==> src/rtl/core/ltc_pkg.sv <==
// Shared types, constants and classification helpers for the token classifier.
package ltc_pkg;

	// Longest token length the counter tracks; the length saturates here.
	localparam int unsigned MAX_TOKEN_LEN = 64;
	localparam int unsigned LEN_W = 7;
	// Number of leading token characters kept for keyword matching.
	localparam int unsigned PREFIX_DEPTH = 6;
	localparam int unsigned PIDX_W = 3;
	// Depth of the event queue between front and back.
	localparam int unsigned EVQ_DEPTH = 4;
	localparam int unsigned EVQ_PTR_W = 2;
	localparam int unsigned EVQ_CNT_W = 3;

	typedef logic [LEN_W-1:0] len_t;
	typedef logic [PREFIX_DEPTH-1:0][7:0] prefix_t;

	typedef enum logic [2:0] {
		KIND_KEYWORD = 3'd0,
		KIND_INTEGER = 3'd1,
		KIND_STRING  = 3'd2,
		KIND_CHAR    = 3'd3,
		KIND_LOGIC   = 3'd4,
		KIND_REAL    = 3'd5,
		KIND_IDENT   = 3'd6,
		KIND_OPER    = 3'd7
	} kind_t;

	// Word constants, first character in the lowest byte.
	localparam prefix_t KW_INT    = {8'h00, 8'h00, 8'h00, "t", "n", "i"};
	localparam prefix_t KW_FLOAT  = {8'h00, "t", "a", "o", "l", "f"};
	localparam prefix_t KW_STRING = {"g", "n", "i", "r", "t", "s"};
	localparam prefix_t KW_CHAR   = {8'h00, 8'h00, "r", "a", "h", "c"};
	localparam prefix_t KW_VOID   = {8'h00, 8'h00, "d", "i", "o", "v"};
	localparam prefix_t SY_AND    = {8'h00, 8'h00, 8'h00, 8'h00, "&", "&"};
	localparam prefix_t SY_OR     = {8'h00, 8'h00, 8'h00, 8'h00, "|", "|"};
	localparam prefix_t SY_NOT    = {8'h00, 8'h00, 8'h00, 8'h00, 8'h00, "!"};

	typedef struct packed {
		logic [7:0] char_code;
		logic       end_of_text;
	} in_item_t;

	typedef struct packed {
		logic [2:0] token_kind;
		logic [7:0] symbol_char;
		len_t       token_length;
		logic       last_of_run;
	} out_item_t;

	// One request from front to back: a closed token and/or an operator.
	typedef struct packed {
		logic       has_tok;
		kind_t      tok_kind;
		len_t       tok_len;
		logic       has_op;
		logic [7:0] op_char;
	} event_t;

	typedef struct packed {
		logic  valid;
		kind_t kind;
	} cls_t;

	function automatic logic is_operator(logic [7:0] c);
		logic r;
		unique case (c)
			"+", "-", "*", "/", ">", "<", "=", "(", ")", "[", "]", "{", "}": r = 1'b1;
			default: r = 1'b0;
		endcase
		return r;
	endfunction

	function automatic logic is_delim(logic [7:0] c);
		return is_operator(c) || c == " " || c == "," || c == ";";
	endfunction

	function automatic logic is_digit(logic [7:0] c);
		return c >= "0" && c <= "9";
	endfunction

	// Exact match of the pending token against a short word.
	function automatic logic word_match(prefix_t p, len_t n, prefix_t w, len_t wl);
		logic m;
		m = (n == wl);
		for (int i = 0; i < PREFIX_DEPTH; i++) begin
			if (LEN_W'(i) < wl && p[i] != w[i])
				m = 1'b0;
		end
		return m;
	endfunction

	// Class of a non-empty token, tested in priority order.
	function automatic cls_t classify(prefix_t p, len_t n, logic all_dig,
			logic dig_dot, logic dot);
		cls_t r;
		r.valid = 1'b1;
		r.kind  = KIND_KEYWORD;
		priority if (word_match(p, n, KW_INT, LEN_W'(3)) ||
				word_match(p, n, KW_FLOAT, LEN_W'(5)) ||
				word_match(p, n, KW_STRING, LEN_W'(6)) ||
				word_match(p, n, KW_CHAR, LEN_W'(4)) ||
				word_match(p, n, KW_VOID, LEN_W'(4))) begin
			r.kind = KIND_KEYWORD;
		end else if (all_dig) begin
			r.kind = KIND_INTEGER;
		end else if (p[0] == 8'h22) begin
			r.kind = KIND_STRING;
		end else if (p[0] == 8'h27) begin
			r.kind = KIND_CHAR;
		end else if (word_match(p, n, SY_AND, LEN_W'(2)) ||
				word_match(p, n, SY_OR, LEN_W'(2)) ||
				word_match(p, n, SY_NOT, LEN_W'(1))) begin
			r.kind = KIND_LOGIC;
		end else if (dig_dot && dot) begin
			r.kind = KIND_REAL;
		end else if (!is_digit(p[0])) begin
			r.kind = KIND_IDENT;
		end else begin
			r.valid = 1'b0;
		end
		return r;
	endfunction

endpackage

==> src/rtl/core/ltc_front.sv <==
// Front end: tracks the pending token and emits close/operator requests.
module ltc_front (
	input  logic              clk,
	input  logic              arst_n,
	input  logic              push,
	input  ltc_pkg::in_item_t item,
	output logic              full,
	output logic              ev_push,
	output ltc_pkg::event_t   ev_data,
	input  logic              ev_full
);
	import ltc_pkg::*;

	len_t    count_q;
	prefix_t prefix_q;
	logic    all_dig_q, dig_dot_q, dot_q;

	logic       accept, delim, closing;
	logic [7:0] c;
	len_t       count_app, count_cls;
	prefix_t    prefix_app, prefix_cls;
	logic       all_dig_app, dig_dot_app, dot_app;
	logic       all_dig_cls, dig_dot_cls, dot_cls;
	cls_t       cls;

	assign full   = ev_full;
	assign accept = push && !ev_full;
	assign c      = item.char_code;
	assign delim  = is_delim(c);
	assign closing = delim || item.end_of_text;

	// Token state with the current character appended
	always_comb begin
		prefix_app = prefix_q;
		if (count_q < LEN_W'(PREFIX_DEPTH))
			prefix_app[count_q[PIDX_W-1:0]] = c;
		count_app   = (count_q < LEN_W'(MAX_TOKEN_LEN)) ? count_q + LEN_W'(1) : count_q;
		all_dig_app = all_dig_q && is_digit(c);
		dig_dot_app = dig_dot_q && (is_digit(c) || c == ".");
		dot_app     = dot_q || c == ".";
	end

	// A delimiter closes the token as it stood; end of text closes it after the append
	always_comb begin
		prefix_cls  = delim ? prefix_q  : prefix_app;
		count_cls   = delim ? count_q   : count_app;
		all_dig_cls = delim ? all_dig_q : all_dig_app;
		dig_dot_cls = delim ? dig_dot_q : dig_dot_app;
		dot_cls     = delim ? dot_q     : dot_app;
		cls = classify(prefix_cls, count_cls, all_dig_cls, dig_dot_cls, dot_cls);
	end

	// Request toward the back end
	always_comb begin
		ev_data.has_tok  = closing && count_cls != '0 && cls.valid;
		ev_data.tok_kind = cls.kind;
		ev_data.tok_len  = count_cls;
		ev_data.has_op   = is_operator(c);
		ev_data.op_char  = c;
		ev_push = accept && (ev_data.has_tok || ev_data.has_op);
	end

	// Pending token state
	always_ff @(posedge clk or negedge arst_n) begin
		if (!arst_n) begin
			count_q   <= '0;
			all_dig_q <= 1'b1;
			dig_dot_q <= 1'b1;
			dot_q     <= 1'b0;
		end else if (accept) begin
			if (closing) begin
				count_q   <= '0;
				all_dig_q <= 1'b1;
				dig_dot_q <= 1'b1;
				dot_q     <= 1'b0;
			end else begin
				count_q   <= count_app;
				all_dig_q <= all_dig_app;
				dig_dot_q <= dig_dot_app;
				dot_q     <= dot_app;
			end
		end
	end

	// Prefix bytes, written only for the pending token
	always_ff @(posedge clk) begin
		if (accept && !delim)
			prefix_q <= prefix_app;
	end

endmodule

==> src/rtl/core/ltc_queue.sv <==
// Short request queue between the front and back ends.
module ltc_queue (
	input  logic            clk,
	input  logic            arst_n,
	input  logic            wr,
	input  ltc_pkg::event_t wr_data,
	output logic            full,
	input  logic            rd,
	output ltc_pkg::event_t rd_data,
	output logic            empty
);
	import ltc_pkg::*;

	event_t                 mem_q [EVQ_DEPTH];
	logic [EVQ_PTR_W-1:0]   wptr_q, rptr_q;
	logic [EVQ_CNT_W-1:0]   cnt_q;
	logic                   do_wr, do_rd;

	assign full    = (cnt_q == EVQ_CNT_W'(EVQ_DEPTH));
	assign empty   = (cnt_q == '0);
	assign do_wr   = wr && !full;
	assign do_rd   = rd && !empty;
	assign rd_data = mem_q[rptr_q];

	// Pointers and fill count
	always_ff @(posedge clk or negedge arst_n) begin
		if (!arst_n) begin
			wptr_q <= '0;
			rptr_q <= '0;
			cnt_q  <= '0;
		end else begin
			if (do_wr)
				wptr_q <= wptr_q + EVQ_PTR_W'(1);
			if (do_rd)
				rptr_q <= rptr_q + EVQ_PTR_W'(1);
			if (do_wr && !do_rd)
				cnt_q <= cnt_q + EVQ_CNT_W'(1);
			else if (do_rd && !do_wr)
				cnt_q <= cnt_q - EVQ_CNT_W'(1);
		end
	end

	// Storage
	always_ff @(posedge clk) begin
		if (do_wr)
			mem_q[wptr_q] <= wr_data;
	end

endmodule

==> src/rtl/core/ltc_back.sv <==
// Back end: expands each request into one or two results behind an output register.
module ltc_back (
	input  logic               clk,
	input  logic               arst_n,
	input  logic               ev_empty,
	input  ltc_pkg::event_t    ev_data,
	output logic               ev_pop,
	output logic               empty,
	input  logic               pop,
	output ltc_pkg::out_item_t result
);
	import ltc_pkg::*;

	out_item_t res_q;
	logic      valid_q;
	logic      op_next_q;   // token half of the head request already sent
	logic      load, send_tok;

	assign empty    = !valid_q;
	assign result   = res_q;
	assign load     = !valid_q || pop;
	assign send_tok = ev_data.has_tok && !op_next_q;
	assign ev_pop   = !ev_empty && load && !(send_tok && ev_data.has_op);

	// Output control
	always_ff @(posedge clk or negedge arst_n) begin
		if (!arst_n) begin
			valid_q   <= 1'b0;
			op_next_q <= 1'b0;
		end else if (load) begin
			valid_q <= !ev_empty;
			if (!ev_empty)
				op_next_q <= send_tok && ev_data.has_op;
		end
	end

	// Output payload
	always_ff @(posedge clk) begin
		if (load && !ev_empty) begin
			if (send_tok) begin
				res_q.token_kind   <= ev_data.tok_kind;
				res_q.symbol_char  <= 8'h00;
				res_q.token_length <= ev_data.tok_len;
				res_q.last_of_run  <= !ev_data.has_op;
			end else begin
				res_q.token_kind   <= KIND_OPER;
				res_q.symbol_char  <= ev_data.op_char;
				res_q.token_length <= LEN_W'(1);
				res_q.last_of_run  <= 1'b1;
			end
		end
	end

endmodule

==> src/rtl/core/lexical_token_classifier_top.sv <==
// Top level of the lexical token classifier.
//
//  channel  | signals               | direction | request taken when
//  ---------+-----------------------+-----------+--------------------
//  item     | push, full, item      | in        | push && !full
//  result   | empty, pop, result    | out       | pop && !empty
//
// One character is taken per cycle while the four-entry request queue has room.
// The front classifies in the cycle of acceptance; the request then passes through
// the request queue and the output register before it reaches the result ports.
// The back end sends one result per cycle while results are popped, so a delimiter
// that closes a token and is an operator yields two results, the token first.
// Reset empties the queue and clears the pending token's count and flags and the output valid flag.
// A stalled result side fills the queue, after which full holds off the input.
module lexical_token_classifier_top (
	input  logic               clk,
	input  logic               arst_n,
	input  logic               push,
	output logic               full,
	input  ltc_pkg::in_item_t  item,
	output logic               empty,
	input  logic               pop,
	output ltc_pkg::out_item_t result
);
	import ltc_pkg::*;

	logic   ev_push, ev_full, ev_pop, ev_empty;
	event_t ev_wr, ev_rd;

	ltc_front u_front (
		.clk     (clk),
		.arst_n  (arst_n),
		.push    (push),
		.item    (item),
		.full    (full),
		.ev_push (ev_push),
		.ev_data (ev_wr),
		.ev_full (ev_full)
	);

	ltc_queue u_queue (
		.clk     (clk),
		.arst_n  (arst_n),
		.wr      (ev_push),
		.wr_data (ev_wr),
		.full    (ev_full),
		.rd      (ev_pop),
		.rd_data (ev_rd),
		.empty   (ev_empty)
	);

	ltc_back u_back (
		.clk      (clk),
		.arst_n   (arst_n),
		.ev_empty (ev_empty),
		.ev_data  (ev_rd),
		.ev_pop   (ev_pop),
		.empty    (empty),
		.pop      (pop),
		.result   (result)
	);

endmodule
==> config.mk <==
export PLATFORM = sky130hd
export DESIGN_NAME = lexical_token_classifier_top
export DESIGN_NICKNAME = d
export VERILOG_FILES = /design/src/rtl/core/ltc_pkg.sv /design/src/rtl/core/ltc_front.sv /design/src/rtl/core/ltc_queue.sv /design/src/rtl/core/ltc_back.sv /design/src/rtl/core/lexical_token_classifier_top.sv
export SDC_FILE = /design/constraint.sdc
export NUM_CORES = 1
export LEC_CHECK = 0
export ABC_AREA = 1
export BUFFER_PORTS_ARGS = -buffer_cell sky130_fd_sc_hd__buf_2
export CORE_ASPECT_RATIO = 1.25
export CORE_MARGIN = 5
export CORE_UTILIZATION = 25
export CTS_BUF_LIST = sky130_fd_sc_hd__clkbuf_2
export CTS_CLUSTER_SIZE = 8
export DETAILED_ROUTE_END_ITERATION = 8
export PLACE_DENSITY = 0.48
export SKIP_CTS_REPAIR_TIMING = 1
export SYNTH_ARGS = -nofsm -noshare
export SYNTH_HDL_FRONTEND = slang
export SYNTH_HIERARCHICAL = 1
export SYNTH_SLANG_ARGS = --single-unit
==> constraint.sdc <==
create_clock -name clk -period 5.3 [get_ports clk]
set_clock_uncertainty 0.05 [all_clocks]
set_input_delay 1.06 -clock clk [delete_from_list [all_inputs] [get_ports clk]]
set_output_delay 1.06 -clock clk [all_outputs]
set_load 0.05 [all_outputs]
**After elaboration in Yosys (flattened, before gate mapping)**

Memories as Yosys holds them, arrays and structs flattened.
Cells that the tools add are included.

- $add $sub $neg: 5
- $lt $le $gt $ge: 8
- Equal/unequal tests: 53
- Muxes and demuxes: 72
- Bitwise logic cells: 1
- Reduce and logical (&&, ||, !) cells: 47

Operators by type and width:

| cell | count |
|---|---|
| inequality test 8 x 7 -> 1 bit (second input constant) | 24 |
| == test 8 x 6 -> 1 bit (second input constant) | 15 |
| two-way mux 48 bit | 2 |
| two-way mux 1 bit | 55 |
| bitwise mux 48 bit | 1 |
| == test 8 x 7 -> 1 bit (second input constant) | 4 |
| two-way mux 3 bit | 9 |
| demux 8 bit (select 3 bit) | 1 |
| inequality test 8 x 6 -> 1 bit (second input constant) | 3 |
| == test 7 x 3 -> 1 bit (second input constant) | 3 |
| two-way mux 7 bit | 3 |
| logical AND 1 bit | 19 |
| greater-or-equal comparator 8 x 6 -> 1 bit (second input constant) | 2 |
| <= comparator 8 x 6 -> 1 bit (second input constant) | 2 |
| == test 7 x 2 -> 1 bit (second input constant) | 2 |
| logical OR 1 bit | 14 |
| OR reduction 13 bit | 1 |
| logical NOT 1 bit | 9 |
| two-way mux 8 bit | 1 |
| adder 7 x 1 -> 7 bit (second input constant) | 1 |
| == test 7 x 1 -> 1 bit (second input constant) | 1 |
| less-than comparator 7 x 3 -> 1 bit (second input constant) | 1 |
| less-than comparator 7 bit (second input constant) | 1 |
| nonzero test 7 bit | 1 |
| other kinds (10) | 11 |

- Flip-flop bits (word level): 86
- Memory bits (writable): 80
- Input bits: 13
- Memories: 1

Memories:

| memory | words | bits a word | rd ports | clocked after Yosys merged registers in | write ports | RTL line | source |
|---|---|---|---|---|---|---|---|
| u_queue.mem_q | 4 | 20 | 1 | 0 | 1 | ltc_queue.sv:14 | `event_t mem_q [EVQ_DEPTH];` |

**Longest topological paths before layout**

Gate-level depths: netlist of the first run.

- Depth after elaboration: 33
- Gate-level depth with buffers: 27
- Gate-level depth less buffers: 25

**By module**

The synthesis of the first run kept the hierarchy.

By module, submodules not included:

| module | instances | cells an instance | area each (um^2) | seq. area each (um^2) |
|---|---|---|---|---|
| ltc_front | 1 | 856 | 5,221.3 | 1,694.1 |
| ltc_queue | 1 | 294 | 3,657.3 | 2,577.5 |
| ltc_back | 1 | 71 | 829.5 | 620.6 |

**Least setup slack after synthesis of the first run**

No wires, ideal clock.

- Path type: input port to flip-flop
- Start: input port item[3] (netlist name)
- End: register u_front/prefix_q[0] (netlist name), enable pin
- Setup time: 454 ps
- Data arrival time: 4,065 ps
- Path slack: 731 ps
- Stages: 10
- Buffers on the path: 3
- Cells stage by stage: buf_4 -> nand2_2 -> inv_2 -> nor2_2 -> nor2_1 -> nor2_4 -> nand3_4 -> buf_6 -> buf_2 -> nor2_1

- Cells in the longest elaborated chain, start to end: 8
- Elaborated cells between the ends (all ways): 23

Ends and longest elaborated chain:

| item | RTL line | source |
|---|---|---|
| from (decl) | lexical_token_classifier_top.sv:20 | `input ltc_pkg::in_item_t item,` |
| == test 8 x 6 -> 1 bit or == test 8 x 7 -> 1 bit (tied branches) | ltc_pkg.sv:67 | `unique case (c)` |
| OR reduction 13 bit | ltc_pkg.sv:67 |  |
| two-way mux 1 bit | ltc_pkg.sv:67 |  |
| logical OR 1 bit (2 in a row) | ltc_pkg.sv:75 | `return is_operator(c) \|\| c == " " \|\| c == "," \|\| c == ";";` |
| logical OR 1 bit (*) | ltc_pkg.sv:75 |  |
| logical NOT 1 bit (*) | ltc_front.sv:87 | `if (accept && !delim)` |
| logical AND 1 bit (*) | ltc_front.sv:87 |  |
| to (signal assigned) | ltc_front.sv:88 | `prefix_q <= prefix_app;` |
| to (decl) | ltc_front.sv:15 | `prefix_t prefix_q;` |

Mark *: on every way between the ends. The rest lies on a longest branch, timed or not.
A chain may end at the register's enable or synchronous reset.

==> results of run 1 <==
[layer usage]
layer / vias to the layer above / global-route usage, % / wire [µm]
li1: 3918 / - / -
met1: 3569 / 15.9 / 11600
met2: 155 / 20.5 / 12500
met3: 25 / 2.61 / 1320
met4: 0 / 3.83 / 455
met5: - / 0 / 0
[report_power, final]
| part | total, W | leakage [nW] | switching [W] | internal, W |
|---|---|---|---|---|
| logic | 0.00258 | 3.11 | 0.00188 | 0.000696 |
| registers | 0.00207 | 1.61 | 0.000154 | 0.00191 |
| clock network | 0.000718 | 0.139 | 0.000495 | 0.000223 |
| total | 0.00536 | 4.86 | 0.00253 | 0.00283 |
[Yosys cell counts, types with 4 or more instances]
master    instances  area, µm²
nor2_1          115        432
o22ai_1           4       25.0
a21boi_0          5       37.5
nand2_2          12       75.1
ha_1              6       75.1
buf_4            17        128
inv_2            10       37.5
dfrtp_1          17        425
nor2_2            7       43.8
nand2_1         478       1790
nand4_1          17        106
a21oi_1           9       45.0
o21ai_1           6       30.0
inv_1           171        642
nor2_4            4       45.0
nand3_2           4       40.0
buf_2            16       80.1
or2_1             4       25.0
edfxtp_1        147       4410
o21ai_0          31        155
o211ai_1         38        285
nor3_1            7       35.0
nand3_1          47        235
buf_6            16        180
[area by class of cell]
| cell class | count | area (µm²) |
|---|---|---|
| clock inverters | 14 | 151 |
| fillers | 4139 | 27800 |
| inverters | 181 | 679 |
| repair buffers | 55 | 343 |
| well taps | 492 | 616 |
| flip-flops and latches | 166 | 4890 |
| clock buffers | 18 | 90.1 |
| multi-input cells | 822 | 3760 |
| diodes | 2 | 5.00 |
[final timing paths]
path	slack (ps)	end
worst max-delay path	1100	u_queue/cnt_q[1]$_DFFE_PN0P_
worst min-delay path	110	u_front/count_q[2]$_DFFE_PN0P_
worst max register to register	1100	u_queue/cnt_q[1]$_DFFE_PN0P_
worst min register to register	450	u_front/all_dig_q$_DFFE_PN1P_
max in group asynchronous	4630	u_front/all_dig_q$_DFFE_PN1P_
min in group clk	450	u_front/all_dig_q$_DFFE_PN1P_
[logic make-up after synthesis]
group	after synthesis	synth area share, %
compound gates	104	6.96
xor+xnor	5	0.451
fa+ha+maj	7	0.979
buf+inv	233	11.1
flops	166	50.4
simple gates	706	30.1
[placed cells by master, fill, tap and decap left out, types with 3 or more instances in the layout]
cell and n:
nand2_2 12, buf_2 33, clkinvlp_4 4, nand3_1 47
nor3_1 7, inv_6 3, nand2_1 478, a21boi_0 5
nor2_4 5, ha_1 6, buf_4 21, edfxtp_1 147
or2_1 4, nor2_1 110, inv_2 10, o22ai_1 4
inv_1 171, nand3b_1 3, nor2_2 11, o21ai_0 31
o211ai_1 38, o21ai_1 6, xor2_1 3, clkbuf_2 18
nand4_1 17, clkinv_2 3, nand3_2 4, a21oi_1 8
dfrtp_1 17
[state kept, by name (all words and copies together) (netlist names)]
register	flops
u_queue/rptr_q	2
u_queue/mem_q	80
u_front/dot_q	1
u_back/op_next_q	1
u_front/dig_dot_q	1
u_front/prefix_q	48
u_queue/cnt_q	3
u_front/count_q	7
u_back/result	19
u_front/all_dig_q	1
u_back/valid_q	1
u_queue/wptr_q	2
[per-stage QoR]
stage	cells	power [W]
final	1750	0.00536
after global routing	1749	0.00583
after CTS	1748	0.00544
after detailed placement	1716	0.00471
after global placement	1716	0.00470
after floorplan	1221	0.00405
[critical path, delay by kind of cell (launching register included)]
family / cells / cell delay [ps]
AND/OR/NAND/NOR: 15 / 2440
flip-flops: 1 / 630
adder cells (fa/ha/maj): 2 / 590
AO/OA/AOI/OAI: 2 / 180
buffers and inverters: 2 / 150
==> run_results.csv, run 1 <==
group,metric,value,unit
yosys,synth_nets,1241,
sta,slew_viol_final,0,
yosys,ys_ff_latch,166,
sta,fin_crit_sh,79.3,%
sta,finalHoldViolCount,0,
sta,slew_headroom,32.6,%
sta,worst_pin_slew,1010,ps
floorplan,fp.dieW,186,µm
drt,drc_errors,0,
power_and_ir_drop,irDropWorstVdd,0.000153,V
critical_path,critPathRequiredTime,5910,ps
placed_design,placed_area,10300,µm²
yosys,netlist_instances,1221,
critical_path,r2r_cells,21,
sta,rsz0062_at_grt,"false",
cts,h-tree-depth,4,
grt,overflow,0,
placed_design,post-place-ws,717,ps
floorplan,start_util,25.3,%
critical_path,setup.worst_path.end_class,"flip-flop",
placed_design,finalWeightedCongestion,0.914,
drt,wl,25900,µm
worst_hold_path,hold_class,"primary input to asynchronous set/reset pin",
drt,viasPerCell,4.38,
yosys,synth_edf_count,147,
power_and_ir_drop,power_density,509,nW/µm²
grt,first_global_vias,7363,
cts,root_buffer,"clkbuf_2",
cts,cts_buffer_depth,2,
cts,cts_inserted_buffers,17,
sta,setup_tns,0,ps
drt,ant_nets,0,
yosys,synth_cell_type_count,44,
yosys,ys_warn_count,6,
placed_design,io_buffers,33,
critical_path,crit_type,"flip-flop to flip-flop",
grt,grt_pass1_wl,40900,µm
cts,insertion_delay,800,ps
yosys,ys_seq_area_share,50.4,%
floorplan,ioPinCount,34,
finish,final_util,27.5,%
critical_path,critical_path.cell_chain,"nor2_1 -> nand2_1 -> nand2_1 -> nand2_1 -> nand2_1 -> nand2_1 -> nand3_1 -> nand2_1 -> nor2_1 -> nand2_1 -> nor3_1 -> nand2_1 -> nand2_1 -> a21oi_1 -> nand2_1 -> inv_1 -> ha_1 -> inv_1 -> fa_1 -> nand2_1 -> o21ai_0",
cts,tritoncts,"built",
grt,track_usage,12.3,%
grt,antenna_found_initial,1,
yosys,synth_area_per_cell,7.95,µm²
drt,dr.pass1.iters,7,
cts,clk_pin_slew,320,ps
finish,drive_above_1_share,11.2,%
sta,finalSetupViolCount,0,
drt,vias,7667,
yosys,synthFlopType,"edfxtp_1",
floorplan,die_area,42900,µm²
sta,fin_ws,1100,ps
sta,period_needed,4200,ps
sta,hold_ws,108,ps
floorplan,row_count,80,
critical_path,cp_max_fo,11,
critical_path,r2r-start,"u_front/count_q[2]$_DFFE_PN0P_",
yosys,syn_area,9710,µm²
grt,grt_max_degree,58,
power_and_ir_drop,p_leak,4.86,nW
floorplan,die_h,230,µm
finish,final_area,10500,µm²
critical_path,critPathSlowestCell,"dfrtp_1",
critical_path,startpoint,"u_front/count_q[2]$_DFFE_PN0P_",
floorplan,core-area,38300,µm²
run,maxCapViolations,0,
cts,cts.sinks,166,
critical_path,cp_common_cell,"nand2_1",
drt,drtIter0Drc,479,
yosys,synthArstFlopShare,11.4,%
run_status,outcome,"complete, no violations",
critical_path,critPathLaunchType,"flip-flop",
sta,fmax,238,MHz
placed_design,hpwlAfterDp,19000,µm
finish,nNetsFinal,1263,
critical_path,slowest_delay,630,ps
drt,wl_per_cell,14.8,µm
critical_path,crit_arrival,4810,ps
finish,syn2layout_area_growth,8.52,%
(Power assumes the default switching activity.)
==> inputs of run 2 (changes only) <==
Settings changed: ABC_AREA 1 to 0, PLACE_DENSITY 0.48 to 0.49.
Clock period 5.3 ns to 3.5 ns, I/O delays scaled along.
==> run 2 against run 1 <==
  * The run now ends with negative setup slack left
  * Clock power grew 57%
  * Wire length is 3.1% higher
  * Global-route usage up 0.59 points
  * Final cell count down 20%
  * Sequential share of layout area shrank 3.4 points
  * Critical path depth fell by 12
  * Maximum frequency up 15%
  * Non-clock buffer count is 144 higher
  * Via count shrank 12%
  * Critical endpoint is now u_queue/mem_q[2][16]$_DFFE_PP_
  * Highest routed layer unchanged
==> run_results.csv, run 2 <==
group,metric,value,unit
drt,dr.pass1.iters,5,
finish,largest_reg_flops,80,
sta,finalSetupViolCount,13,
yosys,synthArstFlopShare,11.4,%
yosys,ys_seq_area_share,54.3,%
power_and_ir_drop,p_leak,4.30,nW
critical_path,critical_path.cell_chain,"or4_4 -> nor4_4 -> o211ai_4 -> buf_4 -> or4_1 -> a221o_1 -> or4_4 -> a311oi_4 -> nor4b_4",
yosys,ys_ff_latch,166,
critical_path,setup.worst_path.end_class,"flip-flop",
yosys,synth_top_area_cell,"edfxtp_1",
floorplan,fp.dieW,180,µm
finish,final_cell_mix,"buf_4, edfxtp_1, nand2_1, nor2_1, o21ai_0",
critical_path,r2r_slack,-140,ps
drt,viasPerCell,4.82,
power_and_ir_drop,p_total,0.00799,W
cts,insertion_delay,760,ps
grt,overflow,0,
critical_path,cp_common_cell,"or4_4",
grt,track_usage,12.9,%
sta,slew_headroom,48.3,%
sta,fin_crit_sh,104,%
critical_path,crit_arrival,4110,ps
sta,fmax,275,MHz
finish,layout_commonest_cell,"buf_4",
cts,cts.sinks,166,
floorplan,core-area,35500,µm²
floorplan,die_h,222,µm
drt,drtIter0Drc,464,
yosys,synthFlopType,"edfxtp_1",
floorplan,ioPinCount,34,
grt,grt_pass1_wl,40100,µm
yosys,ys_top_cells_by_area,"edfxtp_1, mux4_1, dfrtp_1, mux2_2, nand2_1",
critical_path,path_delay_family,"simple AND/OR/NAND/NOR gates",
drt,wl_per_cell,19.1,µm
drt,vias,6758,
sta,worst_pin_slew,771,ps
cts,cts_buffer_depth,2,
yosys,yosys.cell_count.top_type,"edfxtp_1",
critical_path,r2r_cells,9,
drt,ant_nets,0,
power_and_ir_drop,irDropWorstVdd,0.000211,V
floorplan,start_util,25.4,%
cts,tritoncts,"built",
finish,final_area,11400,µm²
grt,grt_max_degree,49,
sta,finalHoldViolCount,0,
yosys,synth_area_per_cell,11.9,µm²
yosys,synth_top_area_share,49.0,%
critical_path,critPathLaunchType,"flip-flop",
sta,slew_viol_final,0,
grt,antenna_found_initial,1,
run_status,violations,"negative setup slack",
cts,clk_pin_slew,250,ps
critical_path,startpoint,"u_front/count_q[5]$_DFFE_PN0P_",
cts,h-tree-depth,4,
yosys,synth_nets,775,
placed_design,finalWeightedCongestion,0.954,
run,maxCapViolations,0,
placed_design,placed_area,10800,µm²
critical_path,crit_buf_inv,1,
critical_path,slowest_delay,590,ps
drt,wl,26700,µm
yosys,netlist_instances,755,
run_status,outcome,"complete, but fails checks",
placed_design,io_buffers,33,
critical_path,cp_max_fo,5,
critical_path,cp.depth,9,
yosys,synthTopCellsByCount,"edfxtp_1, nand2_1, nor2_1",
critical_path,rr_endpoint,"u_queue/mem_q[2][16]$_DFFE_PP_",
sta,period_needed,3640,ps
critical_path,crit_type,"flip-flop to flip-flop",
yosys,ys_warn_count,6,
critical_path,critPathSlowestCell,"or4_4",
finish,syn2layout_area_growth,26.3,%
finish,largest-register,"u_queue/mem_q",
floorplan,die_area,39900,µm²
cts,root_buffer,"clkbuf_2",
yosys,synth_cell_type_count,82,
finish,nNetsFinal,935,
worst_hold_path,hold_class,"primary input to flip-flop",
grt,first_global_vias,6770,
finish,drive_above_1_share,34.1,%
critical_path,crit_end,"u_queue/mem_q[2][16]$_DFFE_PP_",
yosys,syn_area,9010,µm²
critical_path,critPathRequiredTime,3970,ps
cts,cts_inserted_buffers,17,
drt,drc_errors,0,
power_and_ir_drop,power_density,703,nW/µm²
placed_design,hpwlAfterDp,19700,µm
sta,rsz0062_at_grt,"true",
floorplan,row_count,77,
critical_path,r2r-start,"u_front/count_q[5]$_DFFE_PN0P_",
yosys,synth_edf_count,147,
sta,fin_ws,-139,ps
run 2: cell count changes in the layout (fill, tap and decap cells not counted), moves of 20 or more:
cell      before  now
mux4_1         0   20
mux2_2         0   27
inv_1        171   21
buf_4         21  154
nor2_1       110   43
nand3_1       47   17
nand2b_1       0   22
nand2_1      478   80
nor2b_1        1   21
o211ai_1      38    3
run 2: cell families after synthesis:
group | Yosys count | synth area share, %
buffers and inverters | 80 | 4.33
multiplexers | 60 | 10.8
flip-flops | 166 | 54.3
AO/OA/AOI/OAI | 139 | 10.7
AND/OR/NAND/NOR | 292 | 17.7
adder cells (fa/ha/maj) | 7 | 1.06
XOR/XNOR | 11 | 1.07
run 2: layout make-up:
cell class              count  area (µm²)
fillers                  3654       24100
diodes                      1        2.50
clock inverters            15         174
well taps                 474         593
flip-flops and latches    166        4890
multi-input cells         509        4000
clock buffers              17        85.1
repair buffers            199        1550
inverters                  22        82.6
run 2: stage by stage:
step	worst slack (ps)	TNS (ps)	utilization [%]	std cells	hold WS [ps]
3_5_place_dp	-407	-21270	30.5	1362	425
4_1_cts	-236	-3830	31.2	1394	-265
3_3_place_gp	-379	-17130	30.5	1362	417
5_1_grt	-215	-3000	32.1	1403	173
2_1_floorplan	-508	-11710	-	755	354
6_report	-139	-1130	32.1	1403	257
run 2: layer usage:
| layer | part of all wire [%] | track usage, % |
|---|---|---|
| met1 | 41 | 15.4 |
| met2 | 50 | 22.0 |
| met3 | 3.6 | 2.31 |
| met4 | 5.1 | 7.08 |
| met5 | 0 | 0 |
run 2: worst min-delay path by stage:
stage                                       from                       endpoint  depth (start not counted)
floorplan                                 arst_n   u_back/op_next_q$_DFFE_PN0P_                          0
global placement    u_queue/cnt_q[2]$_DFFE_PN0P_   u_queue/cnt_q[2]$_DFFE_PN0P_                          1
detailed placement  u_queue/cnt_q[2]$_DFFE_PN0P_   u_queue/cnt_q[2]$_DFFE_PN0P_                          1
CTS                                       arst_n  u_queue/wptr_q[0]$_DFFE_PN0P_                          1
global route                             item[6]  u_queue/mem_q[0][5]$_DFFE_PP_                          2
finish                                   item[6]  u_queue/mem_q[2][5]$_DFFE_PP_                          2
run 2: power by group:
part           switching (W)  internal [W]  total, W
Sequential          0.000300       0.00284   0.00314
Clock               0.000721      0.000406   0.00113
Combinational        0.00210       0.00162   0.00372
==> inputs of run 3 (changes only) <==
--- a/config.mk
+++ b/config.mk
@@ -16,2 +16,3 @@
 export PLACE_DENSITY = 0.49
+export SETUP_SLACK_MARGIN = 0.5
 export SKIP_CTS_REPAIR_TIMING = 1
==> constraint.sdc (replaced) <==
create_clock -name clk -period 3.5 [get_ports clk]
set_clock_uncertainty 0.05 [all_clocks]
set_input_delay 0.175 -clock clk [delete_from_list [all_inputs] [get_ports clk]]
set_output_delay 0.175 -clock clk [all_outputs]
set_load 0.05 [all_outputs]
==> run 3 against run 2 <==
  * Sequential share of layout area increased by 1.4 points
  * Wire length decreased by 0.35%
  * Final cell count decreased by 2.0%
  * Register-to-register slack improved by 20 ps
  * Critical path depth unchanged
  * Critical path type unchanged
  * The run still ends with negative setup slack left
  * Global-route usage about the same
  * Die area unchanged
  * Largest power group unchanged
  * Clock power increased by 4%
==> run_results.csv, run 3 (same netlist as run 2, synthesis figures left out) <==
group,metric,value,unit
worst_hold_path,min_from,"pop",
finish,layout_commonest_cell,"edfxtp_1",
grt,track_usage,12.9,%
critical_path,rr_endpoint,"u_queue/mem_q[2][16]$_DFFE_PP_",
floorplan,fp.dieW,180,µm
critical_path,critPathRequiredTime,4010,ps
run_status,violations,"negative setup slack",
drt,dr.pass1.iters,5,
sta,slew_viol_final,0,
cts,cts.sinks,166,
floorplan,start_util,25.4,%
finish,final_util,31.1,%
cts,h-tree-depth,4,
critical_path,cp_max_fo,6,
critical_path,startpoint,"u_front/count_q[6]$_DFFE_PN0P_",
drt,vias,6767,
sta,finalHoldViolCount,0,
drt,wl,26700,µm
critical_path,critPathSlowestCell,"or4_4",
power_and_ir_drop,irDropWorstVdd,0.000202,V
critical_path,cp_common_cell,"or4_4",
placed_design,finalWeightedCongestion,0.961,
placed_design,io_buffers,33,
drt,viasPerCell,4.92,
critical_path,crit_arrival,4120,ps
critical_path,path_delay_family,"simple AND/OR/NAND/NOR gates",
drt,wl_per_cell,19.4,µm
drt,drc_errors,0,
finish,syn2layout_area_growth,22.4,%
cts,clk_pin_slew,230,ps
critical_path,critical_path.cell_chain,"or4_4 -> or3_4 -> a211o_1 -> or4_4 -> a221o_1 -> or4b_4 -> o21ai_2 -> nor4b_2 -> buf_4",
cts,tritoncts,"built",
sta,rsz0062_at_grt,"true",
sta,period_needed,3620,ps
critical_path,r2r_slack,-120,ps
floorplan,ioPinCount,34,
run,maxCapViolations,0,
worst_hold_path,hold_class,"primary input to flip-flop",
critical_path,r2r-start,"u_front/count_q[6]$_DFFE_PN0P_",
finish,nFillCells,3664,
sta,fin_ws,-116,ps
finish,drive_above_1_share,28.8,%
critical_path,crit_type,"flip-flop to flip-flop",
drt,ant_nets,0,
floorplan,core-area,35500,µm²
finish,nNetsFinal,908,
sta,slew_headroom,42.0,%
finish,largest-register,"u_queue/mem_q",
critical_path,crit_buf_inv,1,
finish,largest_reg_flops,80,
grt,first_global_vias,6514,
power_and_ir_drop,power_density,711,nW/µm²
floorplan,die_h,222,µm
sta,worst_pin_slew,868,ps
worst_hold_path,hold_end,"u_back/valid_q$_DFFE_PN0N_",
critical_path,critPathLaunchType,"flip-flop",
critical_path,setup.worst_path.end_class,"flip-flop",
sta,fin_crit_sh,103,%
floorplan,row_count,77,
drt,drtIter0Drc,564,
grt,antenna_found_initial,1,
run_status,outcome,"complete, but fails checks",
grt,grt_pass1_wl,39500,µm
grt,overflow,0,
cts,cts_buffer_depth,2,
critical_path,slowest_delay,600,ps
placed_design,hpwlAfterDp,19700,µm
sta,fmax,277,MHz
worst_hold_path,holdPathStages,3,
floorplan,die_area,39900,µm²
finish,final_cell_mix,"edfxtp_1, buf_4, nand2_1, nor2_1, o21ai_0",
power_and_ir_drop,p_leak,4.10,nW
cts,cts_inserted_buffers,17,
finish,final_area,11000,µm²
placed_design,placed_area,10500,µm²
cts,insertion_delay,760,ps
critical_path,r2r_cells,9,
sta,finalSetupViolCount,14,
cts,root_buffer,"clkbuf_2",
grt,grt_max_degree,49,
[run 3: cell count changes in the layout (fill, tap and decap cells not counted), sizes merged]
cell	before	now
buf	194	155
dlygate4sd3	2	17
clkinv	6	2
inv	27	24
bufinv	3	4
clkbuf	20	21
clkinvlp	1	2
[run 3: layout make-up]
| class | count | area, µm² | share of cell area [%] |
|---|---|---|---|
| diodes | 1 | 2.50 | 0.0227 |
| inverters | 22 | 85.1 | 0.772 |
| repair buffers | 172 | 1340 | 12.1 |
| clock inverters | 10 | 173 | 1.57 |
| flip-flops and latches | 166 | 4890 | 44.4 |
| clock buffers | 21 | 105 | 0.954 |
| well taps | 474 | 593 | 5.38 |
| multi-input cells | 509 | 3830 | 34.8 |
[run 3: tightest hold or removal path: cells and delay by family]
kind                   cells  cell delay, ps
AO/OA/AOI/OAI              1              60
buffers and inverters      2             620
[run 3: report_power, final]
group          switching [W]  internal [W]  total (W)
logic                0.00203       0.00149    0.00352
clock network       0.000686      0.000487    0.00117
registers           0.000300       0.00284    0.00314
[run 3: stage by stage]
step	hold WS [ps]	setup slack [ps]	instances	TNS, ps	total power (W)
after floorplan	-171	-504	755	-11440	0.00550
after global placement	111	-207	1322	-2200	0.00663
after detailed placement	127	-146	1322	-669	0.00664
after CTS	-827	-201	1353	-2660	0.00783
after global routing	15.5	-190	1375	-2560	0.00829
final	87.2	-116	1375	-852	0.00783
[run 3: layer usage]
layer / vias to the layer above / global-route usage [%] / share of wire, %
met1: 3311 / 14.6 / 40
met2: 244 / 22.8 / 51
met4: 0 / 6.91 / 4.7
li1: 3141 / - / -
met5: - / 0 / 0
met3: 71 / 2.55 / 4.1
[run 3: how the worst max path moves through the flow]
stage	endpoint	slack [ps]	cells past startpoint
global placement	u_queue/mem_q[2][18]$_DFFE_PP_	-210	13
finish	u_queue/mem_q[2][16]$_DFFE_PP_	-120	9
CTS	u_queue/cnt_q[1]$_DFFE_PN0P_	-200	14
detailed placement	u_queue/cnt_q[1]$_DFFE_PN0P_	-150	14
global route	u_queue/mem_q[2][16]$_DFFE_PP_	-190	10
floorplan	u_queue/cnt_q[1]$_DFFE_PN0P_	-500	18
